$ cat src/rtl/idm_pkg.sv
// Shared constants, action codes and control types for the 128-bit divider.
package idm_pkg;

    localparam int unsigned OPERAND_BITS_DEF = 128;
    localparam int unsigned WORD_W           = 64;
    localparam int unsigned S_DATA_W         = 4 * WORD_W;
    localparam int unsigned M_DATA_W         = 2 * WORD_W;
    localparam int unsigned ACTION_W         = 2;

    typedef enum logic [ACTION_W-1:0] {
        ACT_UQUO = 2'd0,
        ACT_SQUO = 2'd1,
        ACT_UREM = 2'd2,
        ACT_SREM = 2'd3
    } action_t;

    // Per-beat control that rides alongside the operands down the cell chain.
    typedef struct packed {
        logic want_rem;
        logic neg_quo;
    } ctl_t;

endpackage

$ cat src/rtl/idm_prep.sv
// Input stage: operand trim, sign handling and action decode.
module idm_prep #(
    parameter int unsigned OPERAND_BITS = idm_pkg::OPERAND_BITS_DEF
) (
    input  logic                          aclk,
    input  logic                          aresetn,
    input  logic                          in_valid,
    output logic                          in_ready,
    input  idm_pkg::action_t              in_action,
    input  logic [idm_pkg::M_DATA_W-1:0]  in_dividend,
    input  logic [idm_pkg::M_DATA_W-1:0]  in_divisor,
    output logic                          out_valid,
    input  logic                          out_ready,
    output idm_pkg::ctl_t                 out_ctl,
    output logic [OPERAND_BITS-1:0]       out_rem,
    output logic [OPERAND_BITS-1:0]       out_aq,
    output logic [OPERAND_BITS-1:0]       out_dvs
);
    import idm_pkg::*;

    logic                    valid_reg;
    ctl_t                    ctl_reg, ctl_next;
    logic [OPERAND_BITS-1:0] aq_reg, aq_next;
    logic [OPERAND_BITS-1:0] dvs_reg, dvs_next;
    logic [OPERAND_BITS-1:0] a_raw, b_raw;
    logic                    is_signed;
    logic                    neg_a, neg_b;

    assign in_ready = !valid_reg || out_ready;
    assign a_raw    = in_dividend[OPERAND_BITS-1:0];
    assign b_raw    = in_divisor[OPERAND_BITS-1:0];

    always_comb begin
        unique case (in_action)
            ACT_UQUO: begin
                is_signed         = 1'b0;
                ctl_next.want_rem = 1'b0;
            end
            ACT_SQUO: begin
                is_signed         = 1'b1;
                ctl_next.want_rem = 1'b0;
            end
            ACT_UREM: begin
                is_signed         = 1'b0;
                ctl_next.want_rem = 1'b1;
            end
            default: begin
                is_signed         = 1'b1;
                ctl_next.want_rem = 1'b1;
            end
        endcase
        neg_a            = is_signed && a_raw[OPERAND_BITS-1];
        neg_b            = is_signed && b_raw[OPERAND_BITS-1];
        ctl_next.neg_quo = neg_a ^ neg_b;
        // most negative value negates to itself and reads as 2^(N-1) unsigned
        aq_next  = neg_a ? (~a_raw + 1'b1) : a_raw;
        dvs_next = neg_b ? (~b_raw + 1'b1) : b_raw;
    end

    always_ff @(posedge aclk) begin
        if (!aresetn) begin
            valid_reg <= 1'b0;
        end else if (in_ready) begin
            valid_reg <= in_valid;
        end
    end

    always_ff @(posedge aclk) begin
        if (in_ready && in_valid) begin
            ctl_reg <= ctl_next;
            aq_reg  <= aq_next;
            dvs_reg <= dvs_next;
        end
    end

    assign out_valid = valid_reg;
    assign out_ctl   = ctl_reg;
    assign out_rem   = '0;
    assign out_aq    = aq_reg;
    assign out_dvs   = dvs_reg;

endmodule

$ cat config.mk
export PLATFORM = sky130hd
export DESIGN_NAME = idm_prep
export DESIGN_NICKNAME = d
export VERILOG_FILES = /design/src/rtl/idm_pkg.sv /design/src/rtl/idm_prep.sv
export SDC_FILE = /design/constraint.sdc
export NUM_CORES = 1
export LEC_CHECK = 0
export BUFFER_PORTS_ARGS = -buffer_cell sky130_fd_sc_hd__buf_2
export CORE_AREA = 2 2 255 257
export CTS_BUF_LIST = sky130_fd_sc_hd__clkbuf_4 sky130_fd_sc_hd__clkbuf_8 sky130_fd_sc_hd__clkbuf_16
export DETAILED_ROUTE_END_ITERATION = 8
export DIE_AREA = 0 0 257 259
export GPL_TIMING_DRIVEN = 0
export PLACE_DENSITY = 0.46
export SLEW_MARGIN = 15
export SYNTH_ARGS = -nofsm -noshare
export SYNTH_HDL_FRONTEND = slang
export SYNTH_SLANG_ARGS = --single-unit
$ cat constraint.sdc
create_clock -name aclk -period 17.4 [get_ports aclk]
set_input_delay 0.87 -clock aclk [delete_from_list [all_inputs] [get_ports aclk]]
set_output_delay 0.87 -clock aclk [all_outputs]
set_load 0.005 [all_outputs]
### After elaboration in Yosys (flattened, before gate mapping)

Cells that the tools add are included.

* multiplexer cells: 4
* bitwise logic cells: 3
* add/subtract/negate cells: 2
* equal/unequal tests: 2
* reductions and logical operators: 8

Operators by type and width (count)
* adder 128 x 1 -> 128 bit (second input constant): 2
* 2-to-1 mux 128 bit: 2
* NOT 128 bit: 2
* OR reduction 2 bit: 2
* logical AND 1 bit: 3
* equality test 2 x 1 -> 1 bit (second input constant): 1
* equality test 2 bit (second input constant): 1
* zero test 2 bit: 1
* 2-to-1 mux 1 bit: 2
* zero test 1 bit: 1
* logical OR 1 bit: 1
* bitwise XOR 1 bit: 1

* output and inout port bits: 388
* logic and storage cells: 24
* flip-flop bits (word level): 259
* input bits: 262

### Depth between registers and ports, before layout

Gate-level depths: netlist of run 1.

* depth after elaboration: 5
* depth in mapped cells: 9
* depth with buffers taken out: 8

### Worst setup path before layout of run 1

Ideal clock, no wire load.

* kind: in2reg
* start point: in out_ready
* end point: reg aq_reg[0] (netlist: out_aq[0]) (enable)
* arrival time: 6.889 ns
* path buffers: 0
* required time: 16.748 ns
* slack: 9.859 ns
* stages: 2
* cells stage by stage: nand2b_1 and2_1

* word-level cells in the longest chain between the ends: 2

Ends and longest elaborated chain
* start, declared: RTL line idm_prep.sv:13 `input logic out_ready,`
* logical OR 1 bit: RTL line idm_prep.sv:29 `assign in_ready = !valid_reg || out_ready;`
* logical AND 1 bit: RTL line idm_prep.sv:69 `if (in_ready && in_valid) begin`
* end signal, assigned: RTL line idm_prep.sv:71 `aq_reg <= aq_next;`
* end, declared: RTL line idm_prep.sv:23 `logic [OPERAND_BITS-1:0] aq_reg, aq_next;`

Every way passes these cells.
A chain may end at the register's enable or synchronous reset.

### Worst setup path in the final report of run 1

* start point: in in_dividend[0] (netlist name)
* end point: reg aq_reg[118] (netlist: out_aq[118]), data pin

* word-level cells in the longest chain between the ends: 3

Ends and longest elaborated chain
* start, declared: RTL line idm_prep.sv:10 `input logic [idm_pkg::M_DATA_W-1:0] in_dividend,`
* NOT 128 bit: RTL line idm_prep.sv:56 `aq_next = neg_a ? (~a_raw + 1'b1) : a_raw;`
* adder 128 x 1 -> 128 bit: RTL line idm_prep.sv:56
* 2-to-1 mux 128 bit: RTL line idm_prep.sv:56
* named net aq_next[118]: RTL line idm_prep.sv:23

The timed path passes the listed nets, and every way through them passes these cells.

==> results by group, run 1 <==
Status
  – Outcome: finished, final reports clean

Timing
  – Max Slew Vio Count: 0
  – Final Cycle Share: 0.243
  – Hold Fails Final Rpt: 0
  – Peak Freq: 0.236 GHz
  – RSZ-0062 raised after global routing: no
  – Final setup viols: 0
  – Layout Skew: 0.0208 ns
  – Tmin final: 4.23 ns
  – Setup_tns: 0 ns
  – Relative slew slack: 0.129
  – Fin worst setup slack: 13.17 ns
  – Actual slew at the worst max-slew pin: 1.29 ns

Synth
  – Synth warn: 0
  – Ranking of synthesized cells by area: edfxtp_1 (50%), xor2_1 (8.3%), buf_4 (6.2%), xnor2_1 (5.8%), nor2_1 (3.6%)
  – Synth Area in Compound Gates: 0.0822
  – Xor-xnor portion of the synthesized cell area: 0.141
  – Synth cell count leaders: edfxtp_1 (258), nor2_1 (148), xor2_1 (148)
  – Fraction of synthesized area in multiplexers: 0
  – Post-synthesis adder-cell area fraction: 0.00160
  – EDFF count, synth: 258
  – Share of the synthesized area in the top cell type: 0.496
  – Yosys reg bits: 259
  – Share of flip-flops with an asynchronous set or reset: 0
  – Mapped Avg Cell Area: 10.6 um2
  – Netlist cell types: 49
  – Cell Area, Synth: 15600 um2
  – Most frequent cell after synthesis: edfxtp_1
  – Post-synthesis simple-gate area fraction: 0.200
  – Ys flop type: edfxtp_1
  – Cell count after synthesis: 1478
  – Post-synth top area cell: edfxtp_1
  – Post-synthesis sequential area ratio: 0.498
  – Main combinational cell family by area after synthesis: simple AND/OR/NAND/NOR gates

Flow run
  – Max-cap check violation count: 0

Routing
  – Routed wire per std cell: 22.8 um
  – Routed Antenna Nets: 0
  – Met3 WL: 5.61 mm
  – Met2 wire len: 32.4 mm
  – Met1 wire length: 29.2 mm
  – Vias per cell: 4.84
  – Drt total wl: 69.5 mm
  – Vias post-DR: 14800
  – Uppermost routed layer: met4
  – DR pass1 iterations: 5
  – DRT iter0 DRCs: 1259
  – Remaining DRCs: 0

Die
  – Core ar.: 63900 um2
  – Die ar.: 66600 um2
  – Die W: 257 um
  – Die height: 259 um
  – # rows: 93
  – Initial Util: 0.244
  – # IOs: 650

Clocking
  – Post-CTS setup buffers: 0
  – CTS resizes: 0
  – CTS tree: done
  – Hold Buf Count CTS: 0
  – Clock Pin Slew Worst Setup and Hold Paths: 0.06 ns
  – Clock sink total: 259
  – Maximum buffer depth of the clock tree: 3
  – TritonCTS Buffers: 35
  – Htree depth: 2
  – Clock Latency Late Sink: 0.55 ns
  – CTS Root Buffer Type: clkbuf_16

Worst hold path
  – Min-Delay Endpoint: out_ctl[1]$_DFFE_PP_
  – Min-Delay Path Depth: 1
  – Hold_sp: in_action[1]
  – Worst hold path type: primary input to flop

Place
  – Placed insts: 2983
  – Routability congestion estimate: 0.917
  – Final HPWL DP: 56.1 mm
  – Port bufs: 517
  – Setup WS pre-CTS: 12.59 ns

Critical path
  – Slowest cell on the critical path: nor4_2
  – Worst stage delay on the critical path: 1.02 ns
  – R2r endpoint: out_dvs[17]$_DFFE_PP_
  – R2r startpoint: out_valid$_SDFFE_PN0N_
  – Critical Path, Cell by Cell: buf_2 -> inv_1 -> ha_1 -> nor3b_1 -> nand3_1 -> nor4_2 -> nand2_1 -> o41ai_1 -> xnor2_1
  – Worst Path Required: 17.67 ns
  – Setup crit end kind: flop
  – Crit path max fanout: 7
  – Reg2Reg Depth: 5
  – Crit path launch type: primary input
  – CP arrival: 4.50 ns
  – Setup slack, reg-to-reg: 15.17 ns
  – Kind of critical path: primary input to flop

Power and ir drop
  – Pleak: 8.44 nW
  – Overall power: 1.84 mW
  – Peak supply drop: 0.0641 mV
  – Pwr/cell area: 87.1 nW/um2

Layout
  – Final Util: 0.331
  – Ratio of cells with drive above 1 in the final layout: 0.340
  – Nets: 2429
  – Final Non-Filler Cells: 3053
  – Layout area overhead: 35.3%

Global route
  – GR Util All Layers: 0.199
  – Number of global-route vias before repair: 14600
  – Largest net degree at the start of global routing: 60
  – First-pass GRT wire length: 98.9 mm
  – Total grt overflow: 0
  – Antenna violations before repair: 9
## worst max-delay path, delay by kind of cell
| family | cells | cell delay [ns] |
|---|---|---|
| AO/OA/AOI/OAI | 1 | 0.58 |
| XOR/XNOR | 1 | 0.13 |
| adder cells (fa/ha/maj) | 1 | 0.17 |
| buffers and inverters | 2 | 0.21 |
| AND/OR/NAND/NOR | 4 | 2.54 |
## layer usage
metal,up-vias,GRT usage
li1,6680,-
met1,7178,0.261
met2,804,0.324
met3,113,0.0413
met4,0,0.0696
met5,-,0
## cell usage in the layout (no fill, tap or decap), drive strengths merged, types with 7 or more instances in the layout
cell type	synthesis	final
a21oi	55	55
a31oi	50	50
a41oi	13	13
and2	13	13
and3	9	9
buf	132	655
clkbuf	43	87
clkinv	0	12
conb	1	128
diode	0	7
edfxtp	258	258
inv	19	19
nand2	71	71
nand2b	7	7
nand3	22	22
nand4	27	27
nor2	148	148
nor3	75	75
nor4	77	77
o21ai	25	25
o31ai	31	31
o41ai	20	20
or2	16	16
or3	36	36
or4	46	46
xnor2	103	103
xor2	148	148
## through the flow
step	cell area (um2)	hold WS, ns
floorplan	16100	0.537
global placement	19700	0.617
detailed placement	19900	0.632
CTS	21100	0.488
global route	21100	0.502
finish	21100	0.510
## final cells by class
class	count	area, um2
fill	6715	42800
sequential	259	7770
multi-input combinational	1152	7120
timing repair buffer	523	2720
buffer	175	1140
tap	855	1070
clock buffer	44	991
clock inverter	19	220
inverter	19	71.3
antenna	7	17.5
## where the power goes
group          internal [mW]  switching, mW
logic                  0.120          0.170
registers              0.754         0.0167
clock network          0.477          0.301
## cells by family (layout without fill, tap and decap cells)
kind of cell               count (synthesis)  count (layout)
xor gates and xnor gates                 251             251
other                                      1             135
adders and majority gates                  2               2
buffers and inverters                    194             780
DFF                                      259             259
and+or+nand+nor                          574             574
AOI/OAI and AO/OA                        197             197
## sequential cells by signal, summed over array words and instances (netlist names)
register	flops
out_aq	128
out_ctl	2
out_dvs	128
out_valid	1
## how the worst max path moves through the flow
stage / startpoint / slack, ns / depth (start not counted) / endpoint
6_report: in_dividend[0] / 13.17 / 9 / out_aq[118]$_DFFE_PP_
3_3_place_gp: out_ready / 6.56 / 3 / out_dvs[34]$_DFFE_PP_
4_1_cts: in_divisor[1] / 13.17 / 9 / out_dvs[110]$_DFFE_PP_
5_1_grt: in_dividend[0] / 13.03 / 9 / out_aq[118]$_DFFE_PP_
3_5_place_dp: in_divisor[1] / 12.59 / 9 / out_dvs[110]$_DFFE_PP_
2_1_floorplan: out_ready / 9.86 / 2 / out_aq[0]$_DFFE_PP_
Note: power is estimated with default switching activity, not from simulation.
==> run 2, diff against run 1 <==
--- a/config.mk
+++ b/config.mk
@@ -6,12 +6,12 @@
 export NUM_CORES = 1
 export LEC_CHECK = 0
 export BUFFER_PORTS_ARGS = -buffer_cell sky130_fd_sc_hd__buf_2
-export CORE_AREA = 2 2 255 257
+export CORE_AREA = 2 2 251 253
 export CTS_BUF_LIST = sky130_fd_sc_hd__clkbuf_4 sky130_fd_sc_hd__clkbuf_8 sky130_fd_sc_hd__clkbuf_16
 export DETAILED_ROUTE_END_ITERATION = 8
-export DIE_AREA = 0 0 257 259
+export DIE_AREA = 0 0 253 255
 export GPL_TIMING_DRIVEN = 0
-export PLACE_DENSITY = 0.46
+export PLACE_DENSITY = 0.48
 export SLEW_MARGIN = 15
 export SYNTH_ARGS = -nofsm -noshare
 export SYNTH_HDL_FRONTEND = slang
==> constraint.sdc (replaced) <==
create_clock -name aclk -period 4 [get_ports aclk]
set_input_delay 0.2 -clock aclk [delete_from_list [all_inputs] [get_ports aclk]]
set_output_delay 0.2 -clock aclk [all_outputs]
set_load 0.005 [all_outputs]
==> run 2 against run 1 <==
Compared with the run above: largest cell class unchanged; clock-buffer cell count shrank 2; worst hold slack got worse by 0.48 ns; critical path depth decreased by 1; critical path type unchanged; via count is 4.0% higher; critical endpoint is now out_dvs[127]$_DFFE_PP_; cell area increased by 4.1%; sequential cell count unchanged; sequential share of layout area is 1.4 points lower; final cell count up 1.4%; first-iteration DRC count up 12%; clock power rose to 3.8 times the previous value.
==> results by group, run 2 (synthesized netlist as in run 1, its figures left out) <==
Die
  – # rows: 92 (-1.1%)
  – Die ar.: 64500 um2 (-3.1%)
  – Die W: 253 um (-1.6%)
  – # IOs: 650 (unchanged)
  – Core ar.: 62200 um2 (-2.7%)
  – Initial Util: 0.251 (+0.00677)
  – Die height: 255 um (-1.5%)

Layout
  – Most frequent cells in the layout: buf_2 (520), edfxtp_1 (258), nor2_1 (148), xor2_1 (148), buf_4 (129)
  – Final Util: 0.354 (+0.0231)
  – # fillers: 6448 (-4.0%)
  – Commonest non-fill, non-tap cell in the layout: buf_2
  – Ratio of cells with drive above 1 in the final layout: 0.321 (-0.0192)
  – Nets: 2539 (+4.5%)
  – Final instance area: 22000 um2 (+4.1%)
  – Layout area overhead: 40.9%
  – FF+latch area: 7770 um2 (unchanged)
  – Area occupied by multi-input gates: 7150 um2 (+0.39%)

Power and ir drop
  – Peak supply drop: 0.189 mV (+190%)
  – Pleak: 8.83 nW (+4.6%)
  – Pwr/cell area: 347 nW/um2 (+300%)

Global route
  – Met2 Use GR: 0.311 (-0.0127)
  – Grt peak-use layer: met2
  – Antenna violations before repair: 5 (-4)
  – First-pass GRT wire length: 96.0 mm (-3.0%)
  – Number of global-route vias before repair: 14900 (+2.1%)
  – Met3 usage: 0.0557 (+0.0144)
  – Total grt overflow: 0 (unchanged)
  – Grt met1 use: 0.264 (+0.00313)
  – GR Util All Layers: 0.201 (+0.00199)
  – Largest net degree at the start of global routing: 61 (+1.7%)

Timing
  – Final setup viols: 0 (unchanged)
  – RSZ-0062 raised after global routing: no
  – Relative slew slack: 0.231 (+0.101)
  – Peak Freq: 0.258 GHz
  – Layout Skew: 0.0137 ns (-0.00711 ns)
  – Actual slew at the worst max-slew pin: 1.14 ns (-0.155 ns)
  – Final Cycle Share: 0.969
  – Max Slew Vio Count: 0 (unchanged)
  – Hold Fails Final Rpt: 0 (unchanged)
  – Tmin final: 3.87 ns

Place
  – Final HPWL DP: 55.2 mm (-1.6%)
  – Port bufs: 517 (unchanged)
  – Dpl cell area: 19800 um2 (-0.42%)
  – Routability congestion estimate: 0.919 (+0.22%)

Worst hold path
  – Worst hold path type: primary input to flop
  – Hold_sp: in_dividend[109]
  – Min-Delay Path Depth: 2 (+1)
  – Min-Delay Endpoint: out_aq[109]$_DFFE_PP_

Critical path
  – Worst Path Required: 4.34 ns (-13.33 ns)
  – Crit path from: in_divisor[3]
  – CP arrival: 4.22 ns (-0.28 ns)
  – Crit path launch type: primary input
  – Crit path max fanout: 5 (-2)
  – Setup crit end kind: flop
  – Kind of critical path: primary input to flop
  – R2r endpoint: out_aq[116]$_DFFE_PP_
  – R2r startpoint: out_valid$_SDFFE_PN0N_
  – Reg2Reg Depth: 4 (-1)
  – Setup slack, reg-to-reg: 1.86 ns (-13.31 ns)

Status
  – Outcome: finished, final reports clean

Clocking
  – Clock Pin Slew Worst Setup and Hold Paths: 0.05 ns (about the same)
  – Clock sink total: 259 (unchanged)
  – Maximum buffer depth of the clock tree: 3 (unchanged)
  – Htree depth: 2 (unchanged)
  – CTS tree: done
  – TritonCTS Buffers: 34 (-2.9%)
  – Clock Latency Late Sink: 0.53 ns (-0.02 ns)
  – Post-CTS setup buffers: 0 (unchanged)
  – CTS Root Buffer Type: clkbuf_16

Routing
  – Vias per cell: 4.96 (+2.6%)
  – Drt total wl: 68.7 mm (-1.2%)
  – Routed Antenna Nets: 0 (unchanged)
  – DRT iter0 DRCs: 1404 (+12%)
  – Vias post-DR: 15400 (+4.0%)
  – Remaining DRCs: 0 (unchanged)
  – Routed wire per std cell: 22.2 um (-2.5%)
  – DR pass1 iterations: 5 (unchanged)

Flow run
  – Max-cap check violation count: 0 (unchanged)
[run 2: changes by cell type in the layout (fill, tap and decap cells not counted), moves of 3 or more]
cell           previous run  this run
bufinv_16                 5         1
clkinv_1                  4         7
clkinv_2                  8         2
dlygate4sd3_1             0       112
nor4_1                   70        67
diode_2                   7         3
[run 2: worst max path at each step]
stage	slack, ns	end
global route	0.008	out_dvs[118]$_DFFE_PP_
global placement	-0.26	out_aq[92]$_DFFE_PP_
finish	0.13	out_dvs[127]$_DFFE_PP_
CTS	0.09	out_dvs[110]$_DFFE_PP_
detailed placement	0.08	out_dvs[110]$_DFFE_PP_
floorplan	1.12	out_dvs[88]$_DFFE_PP_
[run 2: metal layers]
layer	part of all wire	routed length [um]
met2	0.45	30800
met5	0.00035	24
met3	0.10	7130
met4	0.039	2650
met1	0.41	28100
[run 2: worst max-delay path, cell delays in order]
cell	delay, ns
dlygate4sd3_1	0.56
buf_2	0.16
or4_1	0.56
nor4_1	0.61
nand3_1	0.27
nor2_1	0.76
nand4_1	0.71
a21boi_0	0.38
[run 2: layout make-up]
| type | count | area share |
|---|---|---|
| plain buffers | 175 | 0.0519 |
| multi-input cells | 1152 | 0.325 |
| well taps | 799 | 0.0455 |
| repair buffers | 634 | 0.174 |
| diodes | 3 | 0.000341 |
| clock buffers | 42 | 0.0422 |
| flip-flops and latches | 259 | 0.353 |
| clock inverters | 13 | 0.00415 |
| inverters | 19 | 0.00324 |
[run 2: per-stage QoR]
stage | hold slack (ns) | setup slack (ns) | total power, mW | TNS [ns] | instances
floorplan | 0.299 | 1.12 | 3.95 | 0 | 1605
global placement | 0.374 | -0.257 | 4.65 | -0.770 | 2921
detailed placement | 0.372 | 0.0756 | 4.66 | 0 | 2926
CTS | 0.0000956 | 0.0875 | 7.70 | 0 | 3093
global route | 0.00978 | 0.00779 | 7.92 | 0 | 3096
finish | 0.0274 | 0.126 | 7.63 | 0 | 3096
[run 2: timing repair]
item                                    in CTS  in global routing
gates resized for setup                      0                  4
endpoints found under the setup margin       0                 14
hold buffers                               112                  0
endpoints found under the hold margin      111                  0
[run 2: power by group]
group | internal (mW) | switching (mW)
clock | 1.70 | 1.22
sequential | 3.28 | 0.0695
combinational | 0.591 | 0.765
