`config.mk`:
```
export PLATFORM = sky130hd
export DESIGN_NAME = idm_cell
export DESIGN_NICKNAME = d
export VERILOG_FILES = /design/src/rtl/idm_pkg.sv /design/src/rtl/idm_cell.sv
export SDC_FILE = /design/constraint.sdc
export NUM_CORES = 1
export LEC_CHECK = 0
export ABC_AREA = 1
export CORE_MARGIN = 4
export CORE_UTILIZATION = 26
export CTS_BUF_LIST = sky130_fd_sc_hd__clkbuf_4
export DETAILED_ROUTE_END_ITERATION = 8
export DONT_BUFFER_PORTS = 1
export GPL_ROUTABILITY_DRIVEN = 1
export PLACE_DENSITY = 0.46
export RECOVER_POWER = 25
export SYNTH_ARGS = -nofsm -noshare
export SYNTH_HDL_FRONTEND = slang
export SYNTH_SLANG_ARGS = --single-unit
```
`constraint.sdc`:
```
create_clock -name aclk -period 19.46 [get_ports aclk]
set_input_delay 0.973 -clock aclk [delete_from_list [all_inputs] [get_ports aclk]]
set_output_delay 0.973 -clock aclk [all_outputs]
set_load 0.05 [all_outputs]
```
`src/rtl/idm_pkg.sv`:
```
// Shared constants, action codes and control types for the 128-bit divider.
package idm_pkg;

    localparam int unsigned OPERAND_BITS_DEF = 128;
    localparam int unsigned WORD_W           = 64;
    localparam int unsigned S_DATA_W         = 4 * WORD_W;
    localparam int unsigned M_DATA_W         = 2 * WORD_W;
    localparam int unsigned ACTION_W         = 2;

    typedef enum logic [ACTION_W-1:0] {
        ACT_UQUO = 2'd0,
        ACT_SQUO = 2'd1,
        ACT_UREM = 2'd2,
        ACT_SREM = 2'd3
    } action_t;

    // Per-beat control that rides alongside the operands down the cell chain.
    typedef struct packed {
        logic want_rem;
        logic neg_quo;
    } ctl_t;

endpackage

```
`src/rtl/idm_cell.sv`:
```
// One restoring-division cell: resolves one quotient bit per beat.
module idm_cell #(
    parameter int unsigned OPERAND_BITS = idm_pkg::OPERAND_BITS_DEF
) (
    input  logic                    aclk,
    input  logic                    aresetn,
    input  logic                    in_valid,
    output logic                    in_ready,
    input  idm_pkg::ctl_t           in_ctl,
    input  logic [OPERAND_BITS-1:0] in_rem,
    input  logic [OPERAND_BITS-1:0] in_aq,
    input  logic [OPERAND_BITS-1:0] in_dvs,
    output logic                    out_valid,
    input  logic                    out_ready,
    output idm_pkg::ctl_t           out_ctl,
    output logic [OPERAND_BITS-1:0] out_rem,
    output logic [OPERAND_BITS-1:0] out_aq,
    output logic [OPERAND_BITS-1:0] out_dvs
);
    import idm_pkg::*;

    logic                    valid_reg;
    ctl_t                    ctl_reg;
    logic [OPERAND_BITS-1:0] rem_reg, rem_next;
    logic [OPERAND_BITS-1:0] aq_reg, aq_next;
    logic [OPERAND_BITS-1:0] dvs_reg;
    logic [OPERAND_BITS-1:0] shifted;
    logic [OPERAND_BITS:0]   diff;
    logic                    fits;

    assign in_ready = !valid_reg || out_ready;

    // aq holds the unused dividend bits on top and finished quotient bits below
    always_comb begin
        shifted  = {in_rem[OPERAND_BITS-2:0], in_aq[OPERAND_BITS-1]};
        diff     = {in_rem[OPERAND_BITS-1], shifted} - {1'b0, in_dvs};
        fits     = !diff[OPERAND_BITS];
        rem_next = fits ? diff[OPERAND_BITS-1:0] : shifted;
        aq_next  = {in_aq[OPERAND_BITS-2:0], fits};
    end

    always_ff @(posedge aclk) begin
        if (!aresetn) begin
            valid_reg <= 1'b0;
        end else if (in_ready) begin
            valid_reg <= in_valid;
        end
    end

    always_ff @(posedge aclk) begin
        if (in_ready && in_valid) begin
            ctl_reg <= in_ctl;
            rem_reg <= rem_next;
            aq_reg  <= aq_next;
            dvs_reg <= in_dvs;
        end
    end

    assign out_valid = valid_reg;
    assign out_ctl   = ctl_reg;
    assign out_rem   = rem_reg;
    assign out_aq    = aq_reg;
    assign out_dvs   = dvs_reg;

endmodule

```
# == Yosys cells after proc, flatten, opt, wreduce, memory -nomap -nowiden ==
# Index checks and enable logic that the tools add are counted.
# classes
n_mux,1
add_sub_neg,1
n_reduce_logical,4
# ops
op,n
129-bit by 128-bit subtractor with 129-bit output,1
128-bit two-way mux,1
1-bit zero test,2
1-bit logical AND,1
1-bit logical OR,1
# word_totals
register_bits,387
input_bits,390
output_inout_bits,388
elab_cells,12

# == Depth between registers and ports, before layout ==
# Gate-level depths: netlist of the first run.
# logic_depth
depth_word,3
depth_mapped,22
ltp_nobuf,20

# == Least setup slack after synthesis of the first run ==
# No wires, ideal clock.
# synth_timing
path_kind,input port to flip-flop
startpoint,in in_valid
endpoint,reg aq_reg[0] (netlist: out_aq[0]) (enable)
required_ps,18199
setup_time_ps,1261
arrival_ps,19492
path_buffers,0
path_stages,2
setup_slack_ps,-1294
cell_sequence,inv_1 a21oi_1
# synth_between
elab_chain_len,1
# synth_rtl
item,line_no,source
from (decl),idm_cell.sv:7,"input logic in_valid,"
1-bit logical AND,idm_cell.sv:51,if (in_ready && in_valid) begin
to (signal assigned),idm_cell.sv:54,aq_reg <= aq_next;
to (decl),idm_cell.sv:25,"logic [OPERAND_BITS-1:0] aq_reg, aq_next;"
# No other way between the ends.
# A chain may end at the register's enable or synchronous reset.

# == Worst setup path in the final report of the first run ==
# layout_timing
startpoint,reg valid_reg (netlist: out_valid)
endpoint,reg rem_reg[103] (netlist: out_rem[103]) (enable)
# layout_between
elab_chain_len,3
# layout_rtl
item,line_no,source
from (decl),idm_cell.sv:22,logic valid_reg;
from (signal assigned),idm_cell.sv:46,valid_reg <= in_valid;
1-bit zero test,idm_cell.sv:31,assign in_ready = !valid_reg || out_ready;
1-bit logical OR,idm_cell.sv:31,
1-bit logical AND,idm_cell.sv:51,
to (signal assigned),idm_cell.sv:53,rem_reg <= rem_next;
to (decl),idm_cell.sv:24,"logic [OPERAND_BITS-1:0] rem_reg, rem_next;"
# No other way between the ends.

==> results of run 1 <==
[logic make-up (layout without fill, tap and decap cells)]
logic type / Yosys count / after routing / synth area share (%)
fa+ha+maj: 129 / 129 / 5.79
simple gates: 2433 / 2433 / 34.1
compound gates: 136 / 136 / 2.55
buf+inv: 1002 / 1338 / 14.1
flops: 387 / 387 / 41.5
other cells: 0 / 6 / 0
xor+xnor: 63 / 63 / 1.97
[worst reg2reg max path: stages (launching register included)]
cell and delay (ns):
dfxtp_1 0.51, a21oi_1 0.29, clkbuf_1 6.14
[layout make-up]
class,instances,area (µm²),area share [%]
Timing Repair Buffer,163,1620,5.00
Tap cell,1403,1760,5.40
Clock buffer,152,1140,3.51
Inverter,974,3660,11.2
Antenna cell,6,15.0,0.0462
Clock inverter,49,245,0.755
Sequential cell,387,11600,35.7
Multi-Input combinational cell,2761,12500,38.3
[power by group through the flow]
stage | Combinational [mW] | Clock, mW | Sequential (mW)
3_5_place_dp | 0.587 | 0 | 1.30
5_1_grt | 0.684 | 0.842 | 1.29
2_1_floorplan | 0.388 | 0 | 1.29
6_report | 0.616 | 0.760 | 1.29
3_3_place_gp | 0.587 | 0 | 1.30
4_1_cts | 0.620 | 0.802 | 1.29
[synthesized netlist by cell type]
master	n
a21boi_0	1
a21oi_1	113
and2_1	10
buf_12	1
buf_2	1
buf_4	6
buf_6	20
clkinv_1	1
dfxtp_1	1
edfxtp_1	386
fa_1	1
ha_1	128
inv_1	973
nand2_1	1914
nand2_2	11
nand3_1	136
nand3_2	1
nand3b_1	3
nand4_1	33
nor2_1	281
nor2_2	7
nor2_4	2
nor3_1	32
nor3_4	2
o21ai_0	10
o21bai_1	12
or2_1	1
xnor2_1	1
xor2_1	62
[flip-flops by register name (all words and copies together), names as in the netlist]
signal     flops
out_aq       128
out_rem      128
out_dvs      128
out_ctl        2
out_valid      1
[worst max path at each step]
stage | start | endpoint | depth (start not counted)
6_report | out_valid | out_rem[103] | 2
5_1_grt | out_valid | out_dvs[111] | 2
4_1_cts | in_aq[127] | out_rem[119] | 21
3_5_place_dp | in_aq[127] | out_rem[121] | 21
3_3_place_gp | in_aq[127] | out_rem[124] | 21
2_1_floorplan | out_ready | out_aq[0] | 2
[metal layers]
layer,part of all wire (%),global-route usage [%],vias up
met1,37,26.5,12100
met2,52,44.9,981
met4,3.3,8.25,14
met5,0.067,0,-
li1,-,-,13000
met3,7.5,5.57,186
[timing repair]
action                                 CTS  global route
endpoints found under the hold margin  158             0
resized for setup                        0             0
hold buffers                           158             0
==> flow_results.xml, run 1 <==
<?xml version="1.0" encoding="UTF-8"?>
<metrics>
  <group name="status">
    <metric name="run_status" unit="">finished with violations</metric>
    <metric name="violations" unit="">capacitance limit, slew limit</metric>
  </group>
  <group name="clock_network">
    <metric name="numClockSinks" unit="">387</metric>
    <metric name="clockBufferDepth" unit="">3</metric>
    <metric name="cts_tree" unit="">yes</metric>
    <metric name="cts.clk_slew.worst_paths" unit="ns">0.07</metric>
    <metric name="cts_buffers" unit="">113</metric>
    <metric name="ctsHtreeMaxLevel" unit="">3</metric>
    <metric name="cts_root_buf" unit="">clkbuf_4</metric>
    <metric name="post-cts-setup-buffer-count" unit="">0</metric>
    <metric name="clock_latency" unit="ns">0.98</metric>
  </group>
  <group name="power">
    <metric name="power_leakage" unit="nW">17.5</metric>
    <metric name="switchingPower" unit="mW">1.10</metric>
    <metric name="p_comb_share" unit="%">23.1</metric>
    <metric name="fraction_of_power_consumed_by_sequential_logic" unit="%">48.4</metric>
    <metric name="internal_power" unit="mW">1.56</metric>
    <metric name="clkPwrFrac" unit="%">28.5</metric>
    <metric name="power_density" unit="nW/µm²">82.0</metric>
    <metric name="vdd.ir_drop.worst" unit="mV">0.0396</metric>
    <metric name="total_power" unit="mW">2.66</metric>
    <metric name="power_switching_share" unit="%">41.4</metric>
  </group>
  <group name="worst_setup_path">
    <metric name="path_delay_family" unit="">buffers and inverters</metric>
    <metric name="timing.critical_path.from_type" unit="">flip-flop</metric>
    <metric name="r2r_worst_path_depth" unit="">2</metric>
    <metric name="timing.critical_path.cells" unit="">a21oi_1, clkbuf_1</metric>
    <metric name="path_class" unit="">reg2reg</metric>
    <metric name="regToRegSetupSlack" unit="ns">11.44</metric>
    <metric name="critical_path.reg2reg.startpoint" unit="">out_valid</metric>
    <metric name="critical_path.slowest_cell" unit="">clkbuf_1</metric>
    <metric name="cp_num_buf_inv" unit="">1</metric>
    <metric name="worstReg2RegEnd" unit="">out_rem[103]</metric>
    <metric name="cp_data_required_time" unit="ns">19.72</metric>
    <metric name="crit_path_max_incr_delay" unit="ns">6.14</metric>
    <metric name="critical_path.endpoint_type" unit="">flip-flop</metric>
    <metric name="cp_max_fo" unit="">155</metric>
    <metric name="crit_arrival" unit="ns">8.28</metric>
  </group>
  <group name="floorplan">
    <metric name="fp.dieArea" unit="µm²">113000</metric>
    <metric name="core_footprint" unit="µm²">107000</metric>
    <metric name="floorplan.io_pins" unit="">778</metric>
    <metric name="width_of_the_die" unit="µm">336</metric>
    <metric name="std_cell_rows" unit="">120</metric>
    <metric name="die_h" unit="µm">336</metric>
    <metric name="starting_density" unit="%">26.2</metric>
  </group>
  <group name="min_path">
    <metric name="timing.hold.worst_endpoint" unit="">out_aq[8]</metric>
    <metric name="worst_hold_startpoint" unit="">in_aq[7]</metric>
    <metric name="holdPathStages" unit="">0</metric>
    <metric name="holdCritPathClass" unit="">in2reg</metric>
  </group>
  <group name="cells_and_area">
    <metric name="instances_no_fill" unit="">5895</metric>
    <metric name="nFillCells" unit="">12000</metric>
    <metric name="syn_to_final_growth" unit="%">16.1</metric>
    <metric name="final_util" unit="%">30.4</metric>
    <metric name="layout.cell_area.non_filler" unit="µm²">32500</metric>
    <metric name="layout_common_cells" unit="">nand2_1, inv_1, edfxtp_1</metric>
    <metric name="final_common_cell" unit="">nand2_1</metric>
    <metric name="post_route_cells_drive_above_1_share" unit="%">4.39</metric>
    <metric name="final_net_count" unit="">4919</metric>
  </group>
  <group name="route">
    <metric name="detail_route.first_pass.iterations" unit="">7</metric>
    <metric name="drt-wirelength-per-cell" unit="µm">23.9</metric>
    <metric name="remaining_drc_errors" unit="">0</metric>
    <metric name="num_vias" unit="">26300</metric>
    <metric name="dr.first_iter.drc_count" unit="">1801</metric>
    <metric name="drt-vias-per-instance" unit="">4.47</metric>
    <metric name="detail_route.wirelength" unit="mm">141</metric>
    <metric name="final_antenna_net_count" unit="">0</metric>
  </group>
  <group name="synthesis">
    <metric name="synthesis.area_per_instance" unit="µm²">6.75</metric>
    <metric name="ys.warnings.count" unit="">0</metric>
    <metric name="synth_area" unit="µm²">28000</metric>
    <metric name="synth_nets" unit="">4669</metric>
    <metric name="ys_seq_elements" unit="">387</metric>
    <metric name="synth_largest_area_cell" unit="">edfxtp_1</metric>
    <metric name="synth_top_area_share" unit="%">41.4</metric>
    <metric name="post_synth_main_area_contributors" unit="">edfxtp_1, nand2_1, inv_1, ha_1, nor2_1</metric>
    <metric name="yosysUniqueCellTypes" unit="">29</metric>
    <metric name="synthCells" unit="">4150</metric>
    <metric name="synth_seq_area_share" unit="%">41.5</metric>
  </group>
  <group name="sta">
    <metric name="postLayoutSetupSlackWorst" unit="ns">11.44</metric>
    <metric name="final-setup-viol-count" unit="">0</metric>
    <metric name="fin_crit_sh" unit="%">41.2</metric>
    <metric name="grt_setup_unrepaired" unit="">false</metric>
    <metric name="final.hold.worst_slack" unit="ns">0.105</metric>
    <metric name="final.setup_skew" unit="ns">0.0755</metric>
    <metric name="report.final.slew_viol_count" unit="">215</metric>
    <metric name="achievable-frequency" unit="MHz">125</metric>
    <metric name="tightest_slew" unit="ns">9.02</metric>
    <metric name="setup_tns" unit="ns">0</metric>
    <metric name="timing_hold_violations_final" unit="">0</metric>
    <metric name="timing.final.crit_period" unit="ns">8.02</metric>
    <metric name="worst_slew_margin_rel" unit="%">-501</metric>
  </group>
  <group name="global_routing">
    <metric name="globalRouteTotalUtil" unit="%">24.0</metric>
    <metric name="grt_pass1_vias" unit="">26000</metric>
    <metric name="grt_antenna_before_repair" unit="">13</metric>
    <metric name="globalRouteOverflowTotal" unit="">0</metric>
    <metric name="grt_first_pass_wirelength" unit="mm">191</metric>
    <metric name="grt_max_degree" unit="">174</metric>
  </group>
  <group name="placement">
    <metric name="portBuffers" unit="">0</metric>
    <metric name="hpwl" unit="mm">120</metric>
    <metric name="finalWeightedCongestion" unit="">1.00</metric>
    <metric name="placedCellCount" unit="">5530</metric>
    <metric name="place_ws" unit="ns">14.46</metric>
    <metric name="placed_area" unit="µm²">29500</metric>
  </group>
  <group name="run">
    <metric name="drv_cap" unit="">2</metric>
  </group>
</metrics>
No activity file was read; power rests on OpenSTA's default activity.
==> inputs of run 2 (changes only) <==
clock period = 6.7 ns   (was 19.46 ns; I/O delays follow)
==> flow_results.xml, run 2 (synthesis results as in run 1) <==
<?xml version="1.0" encoding="UTF-8"?>
<metrics>
  <group name="clock_network">
    <metric name="cts.clk_slew.worst_paths" unit="ns">0.07</metric>
    <metric name="cts_root_buf" unit="">clkbuf_4</metric>
    <metric name="clock_latency" unit="ns">0.97</metric>
    <metric name="numClockSinks" unit="">387</metric>
    <metric name="ctsHtreeMaxLevel" unit="">3</metric>
    <metric name="cts_buffers" unit="">112</metric>
    <metric name="cts_resized" unit="">0</metric>
    <metric name="cts_tree" unit="">yes</metric>
    <metric name="clockBufferDepth" unit="">3</metric>
  </group>
  <group name="placement">
    <metric name="placedCellCount" unit="">5532</metric>
    <metric name="hpwl" unit="mm">121</metric>
    <metric name="finalWeightedCongestion" unit="">0.975</metric>
    <metric name="portBuffers" unit="">0</metric>
  </group>
  <group name="global_routing">
    <metric name="grt_antenna_before_repair" unit="">22</metric>
    <metric name="grt_pass1_vias" unit="">28800</metric>
    <metric name="grt_first_pass_wirelength" unit="mm">202</metric>
    <metric name="grt_max_degree" unit="">144</metric>
    <metric name="globalRouteOverflowTotal" unit="">0</metric>
    <metric name="globalRouteTotalUtil" unit="%">25.1</metric>
  </group>
  <group name="cells_and_area">
    <metric name="multiInputGateArea" unit="µm²">12500</metric>
    <metric name="layout_common_cells" unit="">nand2_1, inv_1, dlygate4sd3_1</metric>
    <metric name="ff_latch_area" unit="µm²">11600</metric>
    <metric name="nFillCells" unit="">11600</metric>
    <metric name="syn_to_final_growth" unit="%">34.1</metric>
    <metric name="final_common_cell" unit="">nand2_1</metric>
    <metric name="final_util" unit="%">35.1</metric>
    <metric name="instances_no_fill" unit="">6390</metric>
    <metric name="post_route_cells_drive_above_1_share" unit="%">4.04</metric>
    <metric name="final_net_count" unit="">5411</metric>
  </group>
  <group name="worst_setup_path">
    <metric name="critical_path.endpoint_type" unit="">flip-flop</metric>
    <metric name="crit_arrival" unit="ns">5.89</metric>
    <metric name="timing.critical_path.cells" unit="">dlygate4sd3_1, dlygate4sd3_1, inv_1, ha_1, nand2_1, nor2_2, nand2_1, nor2_1, nand2_2, nand2_2, nand2_1, nand2_2, nand2_2, nand2_2, nand2_1, nand2_4, buf_4, nand2_1, dlygate4sd3_1, nand2_1</metric>
    <metric name="crit_path_max_incr_delay" unit="ns">0.73</metric>
    <metric name="timing.critical_path.from_type" unit="">input port</metric>
    <metric name="cp_max_fo" unit="">71</metric>
    <metric name="regToRegSetupSlack" unit="ns">2.52</metric>
    <metric name="r2r_worst_path_depth" unit="">2</metric>
    <metric name="cp_data_required_time" unit="ns">7.54</metric>
    <metric name="critical-path-top-cell-by-count" unit="">nand2_1</metric>
    <metric name="worstReg2RegEnd" unit="">out_rem[110]</metric>
    <metric name="critical_path.reg2reg.startpoint" unit="">out_valid</metric>
    <metric name="path_class" unit="">in2reg</metric>
    <metric name="critical_path.slowest_cell" unit="">buf_4</metric>
  </group>
  <group name="status">
    <metric name="run_status" unit="">finished with violations</metric>
    <metric name="violations" unit="">capacitance limit, slew limit</metric>
  </group>
  <group name="sta">
    <metric name="final.setup_skew" unit="ns">0.0522</metric>
    <metric name="achievable-frequency" unit="MHz">198</metric>
    <metric name="grt_setup_unrepaired" unit="">false</metric>
    <metric name="final-setup-viol-count" unit="">0</metric>
    <metric name="worst_slew_margin_rel" unit="%">-149</metric>
    <metric name="tightest_slew" unit="ns">3.74</metric>
    <metric name="fin_crit_sh" unit="%">75.4</metric>
    <metric name="report.final.slew_viol_count" unit="">141</metric>
    <metric name="timing.final.crit_period" unit="ns">5.05</metric>
    <metric name="timing_hold_violations_final" unit="">0</metric>
  </group>
  <group name="min_path">
    <metric name="worst_hold_startpoint" unit="">in_rem[86]</metric>
    <metric name="holdCritPathClass" unit="">in2reg</metric>
    <metric name="timing.hold.worst_endpoint" unit="">out_rem[87]</metric>
    <metric name="holdPathStages" unit="">5</metric>
  </group>
  <group name="route">
    <metric name="drt-wirelength-per-cell" unit="µm">23.1</metric>
    <metric name="detail_route.wirelength" unit="mm">147</metric>
    <metric name="dr.first_iter.drc_count" unit="">1805</metric>
    <metric name="remaining_drc_errors" unit="">0</metric>
    <metric name="final_antenna_net_count" unit="">0</metric>
    <metric name="num_vias" unit="">28300</metric>
    <metric name="drt-vias-per-instance" unit="">4.42</metric>
    <metric name="detail_route.first_pass.iterations" unit="">8</metric>
  </group>
  <group name="floorplan">
    <metric name="fp.dieArea" unit="µm²">113000</metric>
    <metric name="floorplan.io_pins" unit="">778</metric>
    <metric name="starting_density" unit="%">26.2</metric>
    <metric name="core_footprint" unit="µm²">107000</metric>
    <metric name="die_h" unit="µm">336</metric>
    <metric name="std_cell_rows" unit="">120</metric>
    <metric name="width_of_the_die" unit="µm">336</metric>
  </group>
  <group name="power">
    <metric name="power_leakage" unit="nW">19.6</metric>
    <metric name="vdd.ir_drop.worst" unit="mV">0.134</metric>
    <metric name="total_power" unit="mW">8.20</metric>
    <metric name="power_density" unit="nW/µm²">218</metric>
  </group>
  <group name="run">
    <metric name="drv_cap" unit="">1</metric>
  </group>
</metrics>
run 2: cell types whose count changed in the layout (fill, tap and decap cells not counted), moves of 2 or more:
cell,previous run,this run
clkbuf_1,2,0
inv_6,1,3
diode_2,6,10
dlygate4sd3_1,158,649
clkinv_1,31,29
clkinv_2,13,11
clkbuf_4,152,149
clkinv_4,3,1
bufinv_16,0,4
buf_4,2,4
run 2: how the worst max path moves through the flow:
| stage | start | slack, ns | end | cells after the start |
|---|---|---|---|---|
| after floorplan | out_ready | -0.63 | out_aq[0] | 2 |
| after global placement | in_aq[127] | 2.29 | out_rem[81] | 21 |
| after detailed placement | in_aq[127] | 2.29 | out_rem[75] | 21 |
| after CTS | in_dvs[0] | 1.79 | out_rem[64] | 23 |
| after global routing | in_dvs[0] | 1.42 | out_rem[64] | 23 |
| final | in_dvs[27] | 1.65 | out_rem[60] | 20 |
run 2: area by class of cell:
class                   instances  share of cell area [%]
multi-input cells            2761                    33.2
flip-flops and latches        387                    30.9
repair buffers                656                    17.5
inverters                     974                    9.74
well taps                    1403                    4.68
clock buffers                 149                    2.98
clock inverters                50                   0.937
diodes                         10                  0.0667
run 2: critical path: cells and delay by family:
family                     cells  cell delay (ns)
adders and majority gates      1             0.35
and+or+nand+nor               14             2.47
buffers and inverters          5             2.52
run 2: report_power, final:
part	leakage, nW	internal (mW)	total (mW)	switching, mW
logic	14.9	0.705	2.08	1.38
registers	3.77	2.95	3.73	0.786
clock network	0.865	1.21	2.38	1.17
run 2: repair_timing:
item	4_1_cts	5_1_grt
hold buffers	649	0
setup endpoints to repair	0	0
hold endpoints to repair	454	0
setup buffers	0	0
run 2: per-layer routing:
metal | up-vias | GRT usage [%] | share of wire [%]
li1 | 14000 | - | -
met1 | 13000 | 28.6 | 39
met3 | 205 | 3.98 | 5.6
met2 | 1018 | 47.0 | 52
met5 | - | 0 | 0.067
met4 | 14 | 9.05 | 3.6
run 2: metrics by stage:
step	hold slack (ns)	instance area [µm²]	TNS [ns]	setup slack, ns
detailed placement	0.434	29600	0	2.29
global placement	0.434	29600	0	2.29
finish	0.132	37500	0	1.65
CTS	0.000209	37500	0	1.79
floorplan	0.434	28000	-241.39	-0.625
global route	0.0625	37500	0	1.42
==> inputs of run 3 (changes only) <==
clock period = 4.32 ns   (was 6.7 ns; I/O delays follow)
==> flow_results.xml, run 3 (synthesis results as in run 1) <==
<?xml version="1.0" encoding="UTF-8"?>
<metrics>
  <group name="status">
    <metric name="run_status" unit="">finished with violations</metric>
    <metric name="violations" unit="">capacitance limit, slew limit</metric>
  </group>
  <group name="sta">
    <metric name="postLayoutSetupSlackWorst" unit="ns">0.128</metric>
    <metric name="report.final.slew_viol_count" unit="">181</metric>
    <metric name="timing_hold_violations_final" unit="">0</metric>
    <metric name="fin_crit_sh" unit="%">97.0</metric>
    <metric name="achievable-frequency" unit="MHz">239</metric>
    <metric name="grt_setup_unrepaired" unit="">false</metric>
    <metric name="final-setup-viol-count" unit="">0</metric>
    <metric name="tightest_slew" unit="ns">2.72</metric>
    <metric name="worst_slew_margin_rel" unit="%">-81.1</metric>
    <metric name="timing.final.crit_period" unit="ns">4.19</metric>
    <metric name="final.setup_skew" unit="ns">0.0838</metric>
  </group>
  <group name="worst_setup_path">
    <metric name="r2r_worst_path_depth" unit="">2</metric>
    <metric name="path_depth" unit="">19</metric>
    <metric name="timing.critical_path.cells" unit="">dlygate4sd3_1, dlygate4sd3_1, inv_1, ha_1, nand2_1, nor2_1, inv_1, nor3_4, nand2_1, nor2_1, nand2_2, nand2_2, nand2_8, nand2_8, buf_4, nand2_1, dlygate4sd3_1, nand2_1, dlygate4sd3_1</metric>
    <metric name="regToRegSetupSlack" unit="ns">0.58</metric>
    <metric name="path_class" unit="">in2reg</metric>
    <metric name="cp_num_buf_inv" unit="">7</metric>
    <metric name="timing.critical_path.from_type" unit="">input port</metric>
    <metric name="crit_arrival" unit="ns">5.04</metric>
    <metric name="cp_data_required_time" unit="ns">5.17</metric>
    <metric name="cp_max_fo" unit="">9</metric>
    <metric name="path_delay_family" unit="">buffers and inverters</metric>
    <metric name="critical_path.reg2reg.startpoint" unit="">out_valid</metric>
    <metric name="worstReg2RegEnd" unit="">out_rem[45]</metric>
    <metric name="critical_path.endpoint_type" unit="">flip-flop</metric>
    <metric name="critical_path.slowest_cell" unit="">dlygate4sd3_1</metric>
    <metric name="crit_path_max_incr_delay" unit="ns">0.64</metric>
  </group>
  <group name="cells_and_area">
    <metric name="final_util" unit="%">36.4</metric>
    <metric name="final_common_cell" unit="">nand2_1</metric>
    <metric name="final_net_count" unit="">5553</metric>
    <metric name="nFillCells" unit="">11500</metric>
    <metric name="post_route_cells_drive_above_1_share" unit="%">4.38</metric>
    <metric name="syn_to_final_growth" unit="%">39.2</metric>
    <metric name="layout_common_cells" unit="">nand2_1, inv_1, dlygate4sd3_1</metric>
    <metric name="instances_no_fill" unit="">6536</metric>
    <metric name="layout.cell_area.non_filler" unit="µm²">39000</metric>
  </group>
  <group name="placement">
    <metric name="portBuffers" unit="">0</metric>
    <metric name="finalWeightedCongestion" unit="">0.992</metric>
    <metric name="placed_area" unit="µm²">29700</metric>
    <metric name="place_ws" unit="ns">0.534</metric>
    <metric name="hpwl" unit="mm">122</metric>
    <metric name="placedCellCount" unit="">5549</metric>
  </group>
  <group name="power">
    <metric name="total_power" unit="mW">12.8</metric>
    <metric name="power_switching_share" unit="%">41.0</metric>
    <metric name="vdd.ir_drop.worst" unit="mV">0.194</metric>
    <metric name="power_density" unit="nW/µm²">329</metric>
    <metric name="p_comb_share" unit="%">27.1</metric>
    <metric name="internal_power" unit="mW">7.56</metric>
    <metric name="power_leakage" unit="nW">20.0</metric>
    <metric name="clkPwrFrac" unit="%">27.8</metric>
    <metric name="switchingPower" unit="mW">5.26</metric>
    <metric name="fraction_of_power_consumed_by_sequential_logic" unit="%">45.1</metric>
  </group>
  <group name="clock_network">
    <metric name="cts.clk_slew.worst_paths" unit="ns">0.08</metric>
    <metric name="clockBufferDepth" unit="">3</metric>
    <metric name="cts_root_buf" unit="">clkbuf_4</metric>
    <metric name="clock_latency" unit="ns">0.99</metric>
    <metric name="cts_buffers" unit="">110</metric>
    <metric name="ctsHtreeMaxLevel" unit="">3</metric>
    <metric name="cts_tree" unit="">yes</metric>
    <metric name="numClockSinks" unit="">387</metric>
  </group>
  <group name="global_routing">
    <metric name="globalRouteOverflowTotal" unit="">0</metric>
    <metric name="globalRouteTotalUtil" unit="%">25.4</metric>
    <metric name="grt_first_pass_wirelength" unit="mm">205</metric>
    <metric name="grt_max_degree" unit="">138</metric>
    <metric name="grt_pass1_vias" unit="">29400</metric>
    <metric name="grt_antenna_before_repair" unit="">17</metric>
  </group>
  <group name="min_path">
    <metric name="worst_hold_startpoint" unit="">in_rem[127]</metric>
    <metric name="holdPathStages" unit="">5</metric>
    <metric name="timing.hold.worst_endpoint" unit="">out_rem[73]</metric>
    <metric name="holdCritPathClass" unit="">in2reg</metric>
  </group>
  <group name="route">
    <metric name="drt-wirelength-per-cell" unit="µm">23.0</metric>
    <metric name="detail_route.wirelength" unit="mm">150</metric>
    <metric name="wl_met2" unit="mm">75.9</metric>
    <metric name="num_vias" unit="">29200</metric>
    <metric name="detail_route.first_pass.iterations" unit="">6</metric>
    <metric name="routed-wl-met3" unit="mm">7.32</metric>
    <metric name="drt-vias-per-instance" unit="">4.46</metric>
    <metric name="dr.first_iter.drc_count" unit="">1820</metric>
    <metric name="route.top_layer_used" unit="">met5</metric>
    <metric name="wirelength_met1" unit="mm">60.8</metric>
    <metric name="remaining_drc_errors" unit="">0</metric>
    <metric name="final_antenna_net_count" unit="">0</metric>
  </group>
  <group name="floorplan">
    <metric name="std_cell_rows" unit="">120</metric>
    <metric name="die_h" unit="µm">336</metric>
    <metric name="width_of_the_die" unit="µm">336</metric>
    <metric name="starting_density" unit="%">26.2</metric>
    <metric name="floorplan.io_pins" unit="">778</metric>
    <metric name="fp.dieArea" unit="µm²">113000</metric>
    <metric name="core_footprint" unit="µm²">107000</metric>
  </group>
  <group name="run">
    <metric name="drv_cap" unit="">2</metric>
  </group>
</metrics>
-- run 3: cell types whose count changed in the layout (fill, tap and decap cells not counted), moves of 2 or more --
cell | before | now
clkinv_2 | 11 | 17
nand2_1 | 1914 | 1912
clkbuf_4 | 149 | 142
nand2_8 | 0 | 2
dlygate4sd3_1 | 649 | 770
buf_4 | 4 | 21
nand2_4 | 2 | 4
diode_2 | 10 | 14
-- run 3: worst max-delay path by stage --
stage | slack (ns) | endpoint | start
after global routing | 0.05 | out_rem[68] | in_dvs[13]
after global placement | 0.52 | out_rem[86] | in_aq[127]
after detailed placement | 0.53 | out_rem[115] | in_aq[127]
final | 0.13 | out_rem[68] | in_dvs[67]
after CTS | 0.02 | out_rem[1] | in_dvs[7]
after floorplan | -2.89 | out_aq[0] | out_ready
-- run 3: layer usage --
| layer | vias up | global-route usage, % |
|---|---|---|
| li1 | 14300 | - |
| met5 | - | 0 |
| met1 | 13700 | 29.5 |
| met4 | 4 | 10.2 |
| met2 | 955 | 46.7 |
| met3 | 216 | 3.65 |
-- run 3: what timing repair did --
action / in CTS / in global routing
endpoints found under the setup margin: 0 / 47
setup buffers: 0 / 3
hold buffers: 770 / 0
endpoints found under the hold margin: 527 / 0
resized for setup: 0 / 11
-- run 3: stage by stage --
step                hold WS (ns)   TNS, ns
finish                    0.0901         0
global route              0.0468         0
CTS                     0.000504         0
detailed placement         0.315         0
global placement           0.315         0
floorplan                  0.315  -1114.13
-- run 3: worst min-delay path, cell delays in order --
cell	delay (ns)
nand2_8	0.12
nand2_8	0.08
buf_4	0.26
nand2_1	0.12
nand2_1	0.05
-- run 3: layout make-up --
| class | count | area [µm²] | share of cell area (%) |
|---|---|---|---|
| multi-input cells | 2763 | 12500 | 32.1 |
| flip-flops and latches | 387 | 11600 | 29.8 |
| repair buffers | 798 | 7990 | 20.5 |
| inverters | 974 | 3660 | 9.38 |
| well taps | 1403 | 1760 | 4.50 |
| clock buffers | 141 | 1060 | 2.71 |
| clock inverters | 56 | 355 | 0.911 |
| diodes | 14 | 35.0 | 0.0899 |
-- run 3: power by group through the flow --
| stage | combinational (mW) | sequential (mW) | clock [mW] |
|---|---|---|---|
| after floorplan | 1.75 | 5.77 | 0 |
| after global placement | 2.70 | 5.88 | 0 |
| after detailed placement | 2.70 | 5.87 | 0 |
| after CTS | 3.42 | 5.80 | 3.68 |
| after global routing | 3.80 | 5.80 | 3.89 |
| final | 3.47 | 5.79 | 3.56 |
